===== src/hw/rtl/dbgbp_pkg.sv =====
// ----------------------------------------------------------------------------
// dbgbp_pkg
// shared types and constants of the breakpoint and run-control unit
// ----------------------------------------------------------------------------
package dbgbp_pkg;

    localparam int BREAKPOINT_SLOTS = 16;
    localparam int SLOT_W   = (BREAKPOINT_SLOTS > 1) ? $clog2(BREAKPOINT_SLOTS) : 1;
    localparam int SLOT_LOG = $clog2(BREAKPOINT_SLOTS);
    localparam int SLOT_POW = 1 << SLOT_LOG;
    localparam int CNT_W    = (SLOT_LOG > 1) ? $clog2(SLOT_LOG) : 1;

    localparam logic [3:0] CMD_SET       = 4'd0;
    localparam logic [3:0] CMD_REMOVE    = 4'd1;
    localparam logic [3:0] CMD_RUN       = 4'd2;
    localparam logic [3:0] CMD_RUN_FOR   = 4'd3;
    localparam logic [3:0] CMD_STEP_OVER = 4'd4;
    localparam logic [3:0] CMD_STEP_OUT  = 4'd5;
    localparam logic [3:0] CMD_PRE_INSTR = 4'd6;
    localparam logic [3:0] CMD_POST_INSTR = 4'd7;
    localparam logic [3:0] CMD_SUB_ENTER = 4'd8;
    localparam logic [3:0] CMD_SUB_EXIT  = 4'd9;

    typedef struct packed {
        logic [3:0]  cmd;
        logic [15:0] address;
        logic [15:0] bp_id;
        logic [31:0] count;
    } t_in_item;

    typedef struct packed {
        logic        hit;
        logic [15:0] hit_id;
        logic        stop;
        logic [15:0] new_id;
        logic        found;
        logic        full_res;
    } t_out_item;

    // controller to datapath
    typedef struct packed {
        logic capture;
        logic load;
    } t_ctl_cmd;

    // datapath to controller
    typedef struct packed {
        logic is_pre;
    } t_ctl_status;

endpackage


===== src/hw/rtl/dbgbp_ctrl.sv =====
// ----------------------------------------------------------------------------
// dbgbp_ctrl
// sequencer: takes an item, waits out the lookup tree for pre-instruction items, loads the result
// ----------------------------------------------------------------------------
module dbgbp_ctrl (
    input  logic                  i_clk,
    input  logic                  i_rst_n,
    input  logic                  i_in_valid,
    output logic                  o_in_stall,
    output logic                  o_out_valid,
    input  logic                  i_out_stall,
    input  dbgbp_pkg::t_ctl_status i_status,
    output dbgbp_pkg::t_ctl_cmd   o_cmd
);
    import dbgbp_pkg::*;

    typedef enum logic [3:0] {
        S_IDLE   = 4'b0001,
        S_EXEC   = 4'b0010,
        S_SEARCH = 4'b0100,
        S_FINISH = 4'b1000
    } t_state;

    t_state           r_state, n_state;
    logic [CNT_W-1:0] r_cnt, n_cnt;
    logic             r_out_valid, n_out_valid;
    logic             out_free;
    logic             load;

    assign out_free = !r_out_valid || !i_out_stall;

    always_comb begin
        n_state = r_state;
        n_cnt   = r_cnt;
        load    = 1'b0;
        case (r_state)
            S_IDLE: begin
                if (i_in_valid) begin
                    n_state = S_EXEC;
                end
            end
            S_EXEC: begin
                if (i_status.is_pre) begin
                    if (SLOT_LOG == 0) begin
                        n_state = S_FINISH;
                    end else begin
                        n_state = S_SEARCH;
                        n_cnt   = CNT_W'(SLOT_LOG - 1);
                    end
                end else if (out_free) begin
                    load    = 1'b1;
                    n_state = S_IDLE;
                end
            end
            S_SEARCH: begin
                // one tree level per cycle
                if (r_cnt == '0) begin
                    n_state = S_FINISH;
                end else begin
                    n_cnt = r_cnt - 1'b1;
                end
            end
            S_FINISH: begin
                if (out_free) begin
                    load    = 1'b1;
                    n_state = S_IDLE;
                end
            end
            default: begin
                n_state = S_IDLE;
            end
        endcase
    end

    always_comb begin
        n_out_valid = r_out_valid;
        if (load) begin
            n_out_valid = 1'b1;
        end else if (!i_out_stall) begin
            n_out_valid = 1'b0;
        end
    end

    always_ff @(posedge i_clk) begin
        if (!i_rst_n) begin
            r_state     <= S_IDLE;
            r_cnt       <= '0;
            r_out_valid <= 1'b0;
        end else begin
            r_state     <= n_state;
            r_cnt       <= n_cnt;
            r_out_valid <= n_out_valid;
        end
    end

    assign o_in_stall    = (r_state != S_IDLE);
    assign o_out_valid   = r_out_valid;
    assign o_cmd.capture = (r_state == S_IDLE) && i_in_valid;
    assign o_cmd.load    = load;

endmodule


===== src/hw/rtl/dbgbp_dp.sv =====
// ----------------------------------------------------------------------------
// dbgbp_dp
// breakpoint slots, lowest-id lookup tree and run-control counters
// ----------------------------------------------------------------------------
module dbgbp_dp (
    input  logic                   i_clk,
    input  logic                   i_rst_n,
    input  dbgbp_pkg::t_in_item    i_in_item,
    output dbgbp_pkg::t_out_item   o_out_item,
    input  dbgbp_pkg::t_ctl_cmd    i_cmd,
    output dbgbp_pkg::t_ctl_status o_status
);
    import dbgbp_pkg::*;

    t_in_item  r_item;
    t_out_item r_out, n_out;

    logic [BREAKPOINT_SLOTS-1:0] r_slot_valid;
    logic [15:0]                 r_slot_addr  [BREAKPOINT_SLOTS];
    logic [15:0]                 r_slot_ident [BREAKPOINT_SLOTS];

    logic [15:0] r_next_ident;
    logic [31:0] r_exec_cnt, n_exec_cnt;
    logic [31:0] r_target,   n_target;
    logic        r_limited,  n_limited;
    logic [15:0] r_depth,    n_depth;

    logic              free_ok, rm_ok;
    logic [SLOT_W-1:0] free_idx, rm_idx;
    logic [31:0]       exec_inc;

    // lookup tree: level 0 holds per-slot matches, the last level one winner
    logic        r_tv  [SLOT_LOG+1][SLOT_POW];
    logic [15:0] r_tid [SLOT_LOG+1][SLOT_POW];

    always_ff @(posedge i_clk) begin
        if (i_cmd.capture) begin
            r_item <= i_in_item;
        end
    end

    // lowest free slot and lowest slot holding the id to remove
    always_comb begin
        free_ok  = 1'b0;
        free_idx = '0;
        rm_ok    = 1'b0;
        rm_idx   = '0;
        for (int i = 0; i < BREAKPOINT_SLOTS; i++) begin
            if (!free_ok && !r_slot_valid[i]) begin
                free_ok  = 1'b1;
                free_idx = SLOT_W'(i);
            end
            if (!rm_ok && r_slot_valid[i] && r_slot_ident[i] == r_item.bp_id) begin
                rm_ok  = 1'b1;
                rm_idx = SLOT_W'(i);
            end
        end
    end

    genvar gj, gl;
    generate
        for (gj = 0; gj < SLOT_POW; gj++) begin : g_leaf
            if (gj < BREAKPOINT_SLOTS) begin : g_real
                always_ff @(posedge i_clk) begin
                    r_tv[0][gj]  <= r_slot_valid[gj] && (r_slot_addr[gj] == r_item.address);
                    r_tid[0][gj] <= r_slot_ident[gj];
                end
            end else begin : g_pad
                always_ff @(posedge i_clk) begin
                    r_tv[0][gj]  <= 1'b0;
                    r_tid[0][gj] <= '0;
                end
            end
        end
        for (gl = 1; gl <= SLOT_LOG; gl++) begin : g_lvl
            for (gj = 0; gj < (SLOT_POW >> gl); gj++) begin : g_node
                logic pick_a;
                assign pick_a = r_tv[gl-1][2*gj] &&
                    (!r_tv[gl-1][2*gj+1] || r_tid[gl-1][2*gj] <= r_tid[gl-1][2*gj+1]);
                always_ff @(posedge i_clk) begin
                    r_tv[gl][gj]  <= r_tv[gl-1][2*gj] || r_tv[gl-1][2*gj+1];
                    r_tid[gl][gj] <= pick_a ? r_tid[gl-1][2*gj] : r_tid[gl-1][2*gj+1];
                end
            end
        end
    endgenerate

    assign exec_inc = r_exec_cnt + 32'd1;

    always_comb begin
        n_out      = '0;
        n_exec_cnt = r_exec_cnt;
        n_target   = r_target;
        n_limited  = r_limited;
        n_depth    = r_depth;
        case (r_item.cmd)
            CMD_SET: begin
                if (free_ok) begin
                    n_out.new_id = r_next_ident;
                end else begin
                    n_out.full_res = 1'b1;
                end
            end
            CMD_REMOVE: begin
                n_out.found = rm_ok;
            end
            CMD_RUN: begin
                n_limited = 1'b0;
            end
            CMD_RUN_FOR: begin
                n_target  = r_exec_cnt + r_item.count;
                n_limited = 1'b1;
            end
            CMD_STEP_OVER: begin
                n_limited = 1'b1;
                n_depth   = 16'd0;
            end
            CMD_STEP_OUT: begin
                n_limited = 1'b1;
                n_depth   = 16'd1;
            end
            CMD_PRE_INSTR: begin
                n_out.hit    = r_tv[SLOT_LOG][0];
                n_out.hit_id = r_tv[SLOT_LOG][0] ? r_tid[SLOT_LOG][0] : 16'd0;
            end
            CMD_POST_INSTR: begin
                n_exec_cnt = exec_inc;
                if (r_limited && (exec_inc == r_target || r_depth == 16'd0)) begin
                    n_limited  = 1'b0;
                    n_out.stop = 1'b1;
                end
            end
            CMD_SUB_ENTER: begin
                n_depth = r_depth + 16'd1;
            end
            CMD_SUB_EXIT: begin
                n_depth = r_depth - 16'd1;
            end
            default: begin
            end
        endcase
    end

    always_ff @(posedge i_clk) begin
        if (i_cmd.load) begin
            r_out <= n_out;
        end
    end

    always_ff @(posedge i_clk) begin
        if (i_cmd.load && r_item.cmd == CMD_SET && free_ok) begin
            r_slot_addr[free_idx]  <= r_item.address;
            r_slot_ident[free_idx] <= r_next_ident;
        end
    end

    always_ff @(posedge i_clk) begin
        if (!i_rst_n) begin
            r_slot_valid <= '0;
            r_next_ident <= '0;
            r_exec_cnt   <= '0;
            r_target     <= '0;
            r_limited    <= 1'b0;
            r_depth      <= '0;
        end else if (i_cmd.load) begin
            r_exec_cnt <= n_exec_cnt;
            r_target   <= n_target;
            r_limited  <= n_limited;
            r_depth    <= n_depth;
            if (r_item.cmd == CMD_SET && free_ok) begin
                r_slot_valid[free_idx] <= 1'b1;
                r_next_ident           <= r_next_ident + 16'd1;
            end
            if (r_item.cmd == CMD_REMOVE && rm_ok) begin
                r_slot_valid[rm_idx] <= 1'b0;
            end
        end
    end

    assign o_status.is_pre = (r_item.cmd == CMD_PRE_INSTR);
    assign o_out_item      = r_out;

endmodule


===== src/hw/rtl/debug_breakpoint_step_unit.sv =====
// ----------------------------------------------------------------------------
// debug_breakpoint_step_unit
// breakpoint table with lowest-id lookup and run control, one command per item
// ----------------------------------------------------------------------------
// all commands but pre-instruction: the item is registered on accept, then the
//   result is registered from it once the output is free; pre-instruction items
//   first pass the leaf level and each level of the registered lowest-id tree,
//   one level per cycle; no new item is taken before the current result loads;
//   the next item is taken the cycle after that and waits while a result is stalled
// reset: synchronous, active low; clears slot valid bits, the next id, counters and mode
// ----------------------------------------------------------------------------
module debug_breakpoint_step_unit (
    input  logic                 i_clk,
    input  logic                 i_rst_n,
    input  logic                 i_in_valid,
    output logic                 o_in_stall,
    input  dbgbp_pkg::t_in_item  i_in_item,
    output logic                 o_out_valid,
    input  logic                 i_out_stall,
    output dbgbp_pkg::t_out_item o_out_item
);
    import dbgbp_pkg::*;

    t_ctl_cmd    ctl_cmd;
    t_ctl_status ctl_status;

    dbgbp_ctrl u_ctrl (
        .i_clk       (i_clk),
        .i_rst_n     (i_rst_n),
        .i_in_valid  (i_in_valid),
        .o_in_stall  (o_in_stall),
        .o_out_valid (o_out_valid),
        .i_out_stall (i_out_stall),
        .i_status    (ctl_status),
        .o_cmd       (ctl_cmd)
    );

    dbgbp_dp u_dp (
        .i_clk      (i_clk),
        .i_rst_n    (i_rst_n),
        .i_in_item  (i_in_item),
        .o_out_item (o_out_item),
        .i_cmd      (ctl_cmd),
        .o_status   (ctl_status)
    );

endmodule


===== config.mk =====
export PLATFORM = sky130hd
export DESIGN_NAME = debug_breakpoint_step_unit
export DESIGN_NICKNAME = d
export VERILOG_FILES = /design/src/hw/rtl/dbgbp_pkg.sv /design/src/hw/rtl/dbgbp_ctrl.sv /design/src/hw/rtl/dbgbp_dp.sv /design/src/hw/rtl/debug_breakpoint_step_unit.sv
export SDC_FILE = /design/constraint.sdc
export NUM_CORES = 2
export LEC_CHECK = 0
export BUFFER_PORTS_ARGS = -buffer_cell sky130_fd_sc_hd__clkbuf_2
export CORE_ASPECT_RATIO = 0.7
export CORE_MARGIN = 8
export CORE_UTILIZATION = 65
export CTS_BUF_LIST = sky130_fd_sc_hd__clkbuf_8 sky130_fd_sc_hd__clkbuf_16
export DETAILED_ROUTE_END_ITERATION = 8
export PLACE_DENSITY_LB_ADDON = 0.3
export SYNTH_ARGS = -nofsm -noshare
export SYNTH_HDL_FRONTEND = slang
export SYNTH_SLANG_ARGS = --single-unit

===== constraint.sdc =====
create_clock -name i_clk -period 11.86 [get_ports i_clk]
set_input_delay 2.965 -clock i_clk [delete_from_list [all_inputs] [get_ports i_clk]]
set_output_delay 2.965 -clock i_clk [all_outputs]
set_load 0.1 [all_outputs]

==> Yosys cells after proc, flatten, opt, wreduce, memory -nomap -nowiden <==
Memories as Yosys holds them, arrays and structs flattened. A register that Yosys moved wholly into a read port is not among the register bits.
Index checks and enable logic that the tools add are counted.
{ "word_totals": {"regBits": 208, "mem_bits_rw": 1872, "in_bits": 72, "out_inout_bits": 38, "wordCells": 403, "mem_count": 4} }
{ "classes": {"add_sub_neg": 6, "order_cmp": 19, "n_eq_ne": 53, "n_mux": 105, "n_bitwise": 3, "reduce_logical": 195} }
{ "memory_table": {"columns": ["name", "words", "word_bits", "read_ports", "rd_ports_with_merged_regs", "wr", "line", "rtl"], "rows": [
  ["u_dp.r_tid", 5, 256, 5, 1, 5, "dbgbp_dp.sv:34", "logic [15:0] r_tid [SLOT_LOG+1][SLOT_POW];"],
  ["u_dp.r_slot_addr", 16, 16, 16, 0, 1, "dbgbp_dp.sv:19", "logic [15:0] r_slot_addr [BREAKPOINT_SLOTS];"],
  ["u_dp.r_slot_ident", 16, 16, 16, 0, 1, "dbgbp_dp.sv:20", "logic [15:0] r_slot_ident [BREAKPOINT_SLOTS];"],
  ["u_dp.r_tv", 5, 16, 5, 0, 5, "dbgbp_dp.sv:33", "logic r_tv [SLOT_LOG+1][SLOT_POW];"]
]} }
{ "op_table": {"columns": ["cell", "count"], "rows": [
  ["16-bit equality test", 32],
  ["16-bit two-way mux", 19],
  ["16-bit less-or-equal comparator", 15],
  ["4-bit two-way mux", 32],
  ["1-bit logical AND", 85],
  ["16-bit case mux with 4 select lines", 1],
  ["1-bit zero test", 62],
  ["1-bit two-way mux", 45],
  ["16-bit by 1-bit adder with 16-bit output (second input constant)", 2],
  ["32-bit by 1-bit adder with 32-bit output (second input constant)", 1],
  ["32-bit adder", 1],
  ["32-bit equality test", 1],
  ["1-bit logical OR", 32],
  ["4-bit by 3-bit equality test with 1-bit output (second input constant)", 5],
  ["16-bit bitwise AND", 1],
  ["16-bit zero test", 1],
  ["16-bit inverter", 1],
  ["16-bit bitwise OR", 1],
  ["4-bit case mux with 4 select lines", 1],
  ["16-bit by 1-bit subtractor with 16-bit output (second input constant)", 1],
  ["2-bit AND reduction", 7],
  ["4-bit by 2-bit equality test with 1-bit output (second input constant)", 3],
  ["4-bit equality test (second input constant)", 3],
  ["4-bit by 5-bit less-than comparator with 1-bit output (second input constant)", 2],
  ["18 further kinds", 27]
]} }

==> Longest topological paths before layout <==
An unclocked memory read counts as a cell.
{ "depth": {"ltp_word": 71, "mapped_depth": 14, "depth_no_buf": 13} }

==> Modules after synthesis <==
From an unflattened synthesis, not the netlist that was laid out.
{ "unflattened": {"hier_cells": 4504, "hier_area_um2": 54193.2} }
{ "modules_own_cells": {"columns": ["mod", "n_inst", "cells_per_inst", "area_each_um2", "seq_area_each_um2"], "rows": [
  ["dbgbp_dp", 1, 4453, 53751.6, 31310.0],
  ["dbgbp_ctrl", 1, 51, 441.7, 140.1]
]} }

==> Least setup slack after synthesis <==
Ideal clock, no wire load.
{ "synth_timing": {"kind": "input to register", "start": "input port i_out_stall", "end": "register u_dp.r_slot_valid[0]", "setup_time_ps": 72, "t_arrival_ps": 6133, "t_required_ps": 11788, "setup_slack_ps": 5655, "path_stages": 8, "n_path_buf": 1, "path_cell_list": "a21oi_4 -> and2_1 -> buf_2 -> and2_1 -> nand2_1 -> nor2_1 -> o21ai_0 -> a21oi_2"} }
{ "synth_via": {"elab_chain_cells": 5} }
{ "synth_lines": {"columns": ["item", "line", "rtl"], "rows": [
  ["from (decl)", "debug_breakpoint_step_unit.sv:19", "input logic i_out_stall,"],
  ["1-bit zero test *", "dbgbp_ctrl.sv:30", "assign out_free = !r_out_valid || !i_out_stall;"],
  ["1-bit logical OR *", "dbgbp_ctrl.sv:30", null],
  ["1-bit two-way mux *", "dbgbp_ctrl.sv:50, dbgbp_ctrl.sv:64", null],
  ["1-bit two-way mux", "dbgbp_ctrl.sv:43", "if (i_status.is_pre) begin"],
  ["1-bit case mux with 2 select lines *", "dbgbp_ctrl.sv:36", "case (r_state)"],
  ["to (signal assigned)", "dbgbp_dp.sv:159", "r_slot_valid <= '0;"],
  ["to (signal, indexed assignment)", "dbgbp_dp.sv:171", "r_slot_valid[free_idx] <= 1'b1;"],
  ["to (signal, indexed assignment)", "dbgbp_dp.sv:175", "r_slot_valid[rm_idx] <= 1'b0;"],
  ["to (decl)", "dbgbp_dp.sv:18", "logic [BREAKPOINT_SLOTS-1:0] r_slot_valid;"]
]} }
Every way passes the cells marked *; elsewhere a longest branch is shown, timed or not.
A chain may end at the register's enable or synchronous reset.

==> results.cfg <==
[worst_hold_path]
min_to = u_dp.r_tid[0][232]$_DFF_P_
min_from = u_dp.r_slot_ident[1][8]$_DFFE_PP_
hold_depth = 0
hold_class = reg -> reg

[timing]
setup_ws_ns = 6.49
rsz0062_at_grt = false
min_period_ns = 5.37
maxSlewViolCount = 0
final.setup_skew_ns = 0.0258
max_freq_mhz = 186
hold-worst-slack_ns = 0.389
maxSlewHeadroom_pct = 19.8
fin_tns_setup_ns = 0
worst_pin_slew_ns = 1.20
finalCritPeriodShare_pct = 45.3
hold_violations = 0
setup_viol = 0

[yosys]
synth_nets = 4839
syn_area_per_cell_um2 = 12.2
yosysMostFrequentCell = dfxtp_1
synth_top_area_share_pct = 34.0
yosysTopAreaCell = edfxtp_1
ys_types = 90
synth_edf_count = 616
yosysSeqAreaShare_pct = 57.8
ys_ff_latch = 1263
synth_cells = 4477
ys_warn_count = 0
synthTopCellsByCount = dfxtp_1 (647), edfxtp_1 (616), xnor2_1 (363), ha_1 (288), inv_1 (280)
async_reset_ff_share_pct = 0
syn_area_um2 = 54400
synth.area.top_cells = edfxtp_1 (34%), dfxtp_1 (24%), ha_1 (6.6%)
synth-main-ff-cell = dfxtp_1

[outcome]
status = finished, final reports clean

[die]
die_area_um2 = 93400
placementRows = 88
die-height_um = 258
die_w_um = 362
core_um2 = 82700
boundaryPins = 110
start_util_pct = 65.8

[cts]
clockBufferDepth = 3
ctsResizeCount = 0
numCtsBuffers = 109
cts.sinks = 1263
cts_post_setup_buffers_inserted = 0
cts_tree = built
clk_pin_slew_ns = 0.07
holdBufCountCts = 0
root_buffer = clkbuf_16
clk_latency_ns = 0.71
ctsHtreeMaxLevel = 3

[worst_setup_path]
worstReg2RegStart = u_dp.r_item[66]$_DFFE_PP_
rr_endpoint = u_dp.r_slot_valid[1]$_SDFFE_PN0P_
critical-path-top-delay-family = simple AND/OR/NAND/NOR gates
critPathKind = in -> reg
critPathMaxStageDelay_ns = 0.71
cp-end-kind = flip-flop
worstSetupStartpointType = input port
worst-path-buf-inv = 3
slowest_stage = nor2_2
crit_arrival_ns = 6.01
crit_fanout = 45
crit_chain = clkbuf_2 -> a21oi_4 -> buf_4 -> and2_1 -> nor2b_1 -> nand2_1 -> nor2_2 -> buf_4 -> o21ai_0 -> a21oi_1
required_ns = 12.50
crit_top_cell = buf_4
r2r_slack_ns = 7.25
reg2reg_depth = 12

[place]
dp.cells = 5612
dpl.hpwl_mm = 90.7
gp_congestion = 0.914
dp_slack_ns = 5.81
placed_area_um2 = 56200
port_buffers = 109

[final_layout]
fin_cells = 5815
final_core_util_pct = 72.5
final_area_um2 = 59900
antenna_cells = 0
area_delta_synth_final_pct = 10.1
nets = 4960
post_route_cells_drive_above_1_share_pct = 12.9

[power]
peakVddDrop_mv = 0.165
power_per_cell_area_nw_per_um2 = 143
leakage_nw = 23.0
power.total_mw = 8.58

[detailed_routing]
wl_mm = 135
wl_per_cell_um = 23.3
num_vias = 35100
ant_nets = 0
drt_first_pass_iters = 6
drt-initial-drc-count = 3801
drcViolationCount = 0
drt-vias-per-instance = 6.04

[flow_run]
cap_violations = 0

[global_routing]
antenna_found_initial = 8
grt_pass1_vias = 33400
grt.total_usage_pct = 28.3
grt_max_degree = 95
grt_overflow = 0
grt_pass1_wl_mm = 203
layout by cell type, fill, tap and decap left out, drive strengths merged, types with 14 or more instances in the layout:
master   synthesis  routed
dfxtp          647     647
edfxtp         616     616
xnor2          363     363
inv            281     296
ha             288     288
xor2           265     265
clkbuf         111     235
nand2          221     221
mux2           194     194
nand4          146     146
o21ai          140     140
nand3          122     122
nor2           112     112
nor4           104     104
a21oi           97      97
and2            95      95
o21a            75      75
buf             58      71
nor2b           68      68
or3             66      66
o211ai          53      53
a2bb2oi         46      46
clkinv           0      46
nand2b          38      38
nor3            38      38
a21o            33      33
a21boi          22      22
or2             17      17
a211oi          16      16
or4             15      15
and3            14      14
layer usage:
layer	up-vias	global-route usage (%)	share of wire [%]
li1	16200	-	-
met2	1822	40.7	41
met4	2	8.83	3.2
met1	16800	41.9	44
met5	-	0	0.0096
met3	311	7.20	12
state kept, by name, indices dropped and copies added (netlist names), 31 cells and up:
name and cells:
u_dp.r_tid 496, u_dp.r_item 68, u_dp.r_slot_ident 256, u_dp.r_tv 31, u_dp.o_out_item 36, u_dp.r_slot_addr 256, u_dp.r_exec_cnt 32, u_dp.r_target 32
cell families after synthesis:
kind of cell | count (synthesis) | synth area share [%]
compound gates | 564 | 7.03
xor+xnor | 628 | 10.1
fa+ha+maj | 291 | 6.71
buf+inv | 450 | 3.42
flops | 1263 | 57.8
mux | 202 | 4.16
simple gates | 1079 | 10.8
worst max path at each step:
| stage | from | endpoint | slack [ns] | cells past startpoint |
|---|---|---|---|---|
| 2_1_floorplan | i_out_stall | u_dp.r_slot_valid[0]$_SDFFE_PN0P_ | 5.65 | 8 |
| 3_3_place_gp | i_out_stall | u_dp.r_slot_valid[1]$_SDFFE_PN0P_ | 5.87 | 10 |
| 3_5_place_dp | i_out_stall | u_dp.r_slot_ident[1][0]$_DFFE_PP_ | 5.81 | 8 |
| 4_1_cts | i_out_stall | u_dp.r_slot_valid[1]$_SDFFE_PN0P_ | 6.56 | 10 |
| 5_1_grt | i_out_stall | u_dp.r_slot_valid[1]$_SDFFE_PN0P_ | 6.30 | 10 |
| 6_report | i_out_stall | u_dp.r_slot_valid[1]$_SDFFE_PN0P_ | 6.49 | 10 |
power by group:
group          total [mW]  switching [mW]  internal [mW]
combinational       0.337           0.228          0.109
clock                3.65            1.61           2.04
sequential           4.59          0.0130           4.58
total                8.58            1.85           6.73
area by class of cell:
cell class                      instances  area, um2
Fill cell                            5343      22800
Clock inverter                         76        652
Timing Repair Buffer                  179       1070
Clock buffer                          127       3050
Sequential cell                      1263      31500
Tap cell                             1125       1410
Inverter                              281       1050
Multi-Input combinational cell       2764      21200
worst register-to-register path, cell delays in order, from the launching register on:
cell       delay [ns]
edfxtp_1         0.71
nand4bb_1        0.42
nand3_1          0.13
a211o_1          0.36
a21oi_4          0.11
buf_4            0.58
and2_1           0.42
nor2b_1          0.24
nand2_1          0.20
nor2_2           0.71
buf_4            0.39
o21ai_0          0.11
a21oi_1          0.15
(Power assumes the default switching activity.)
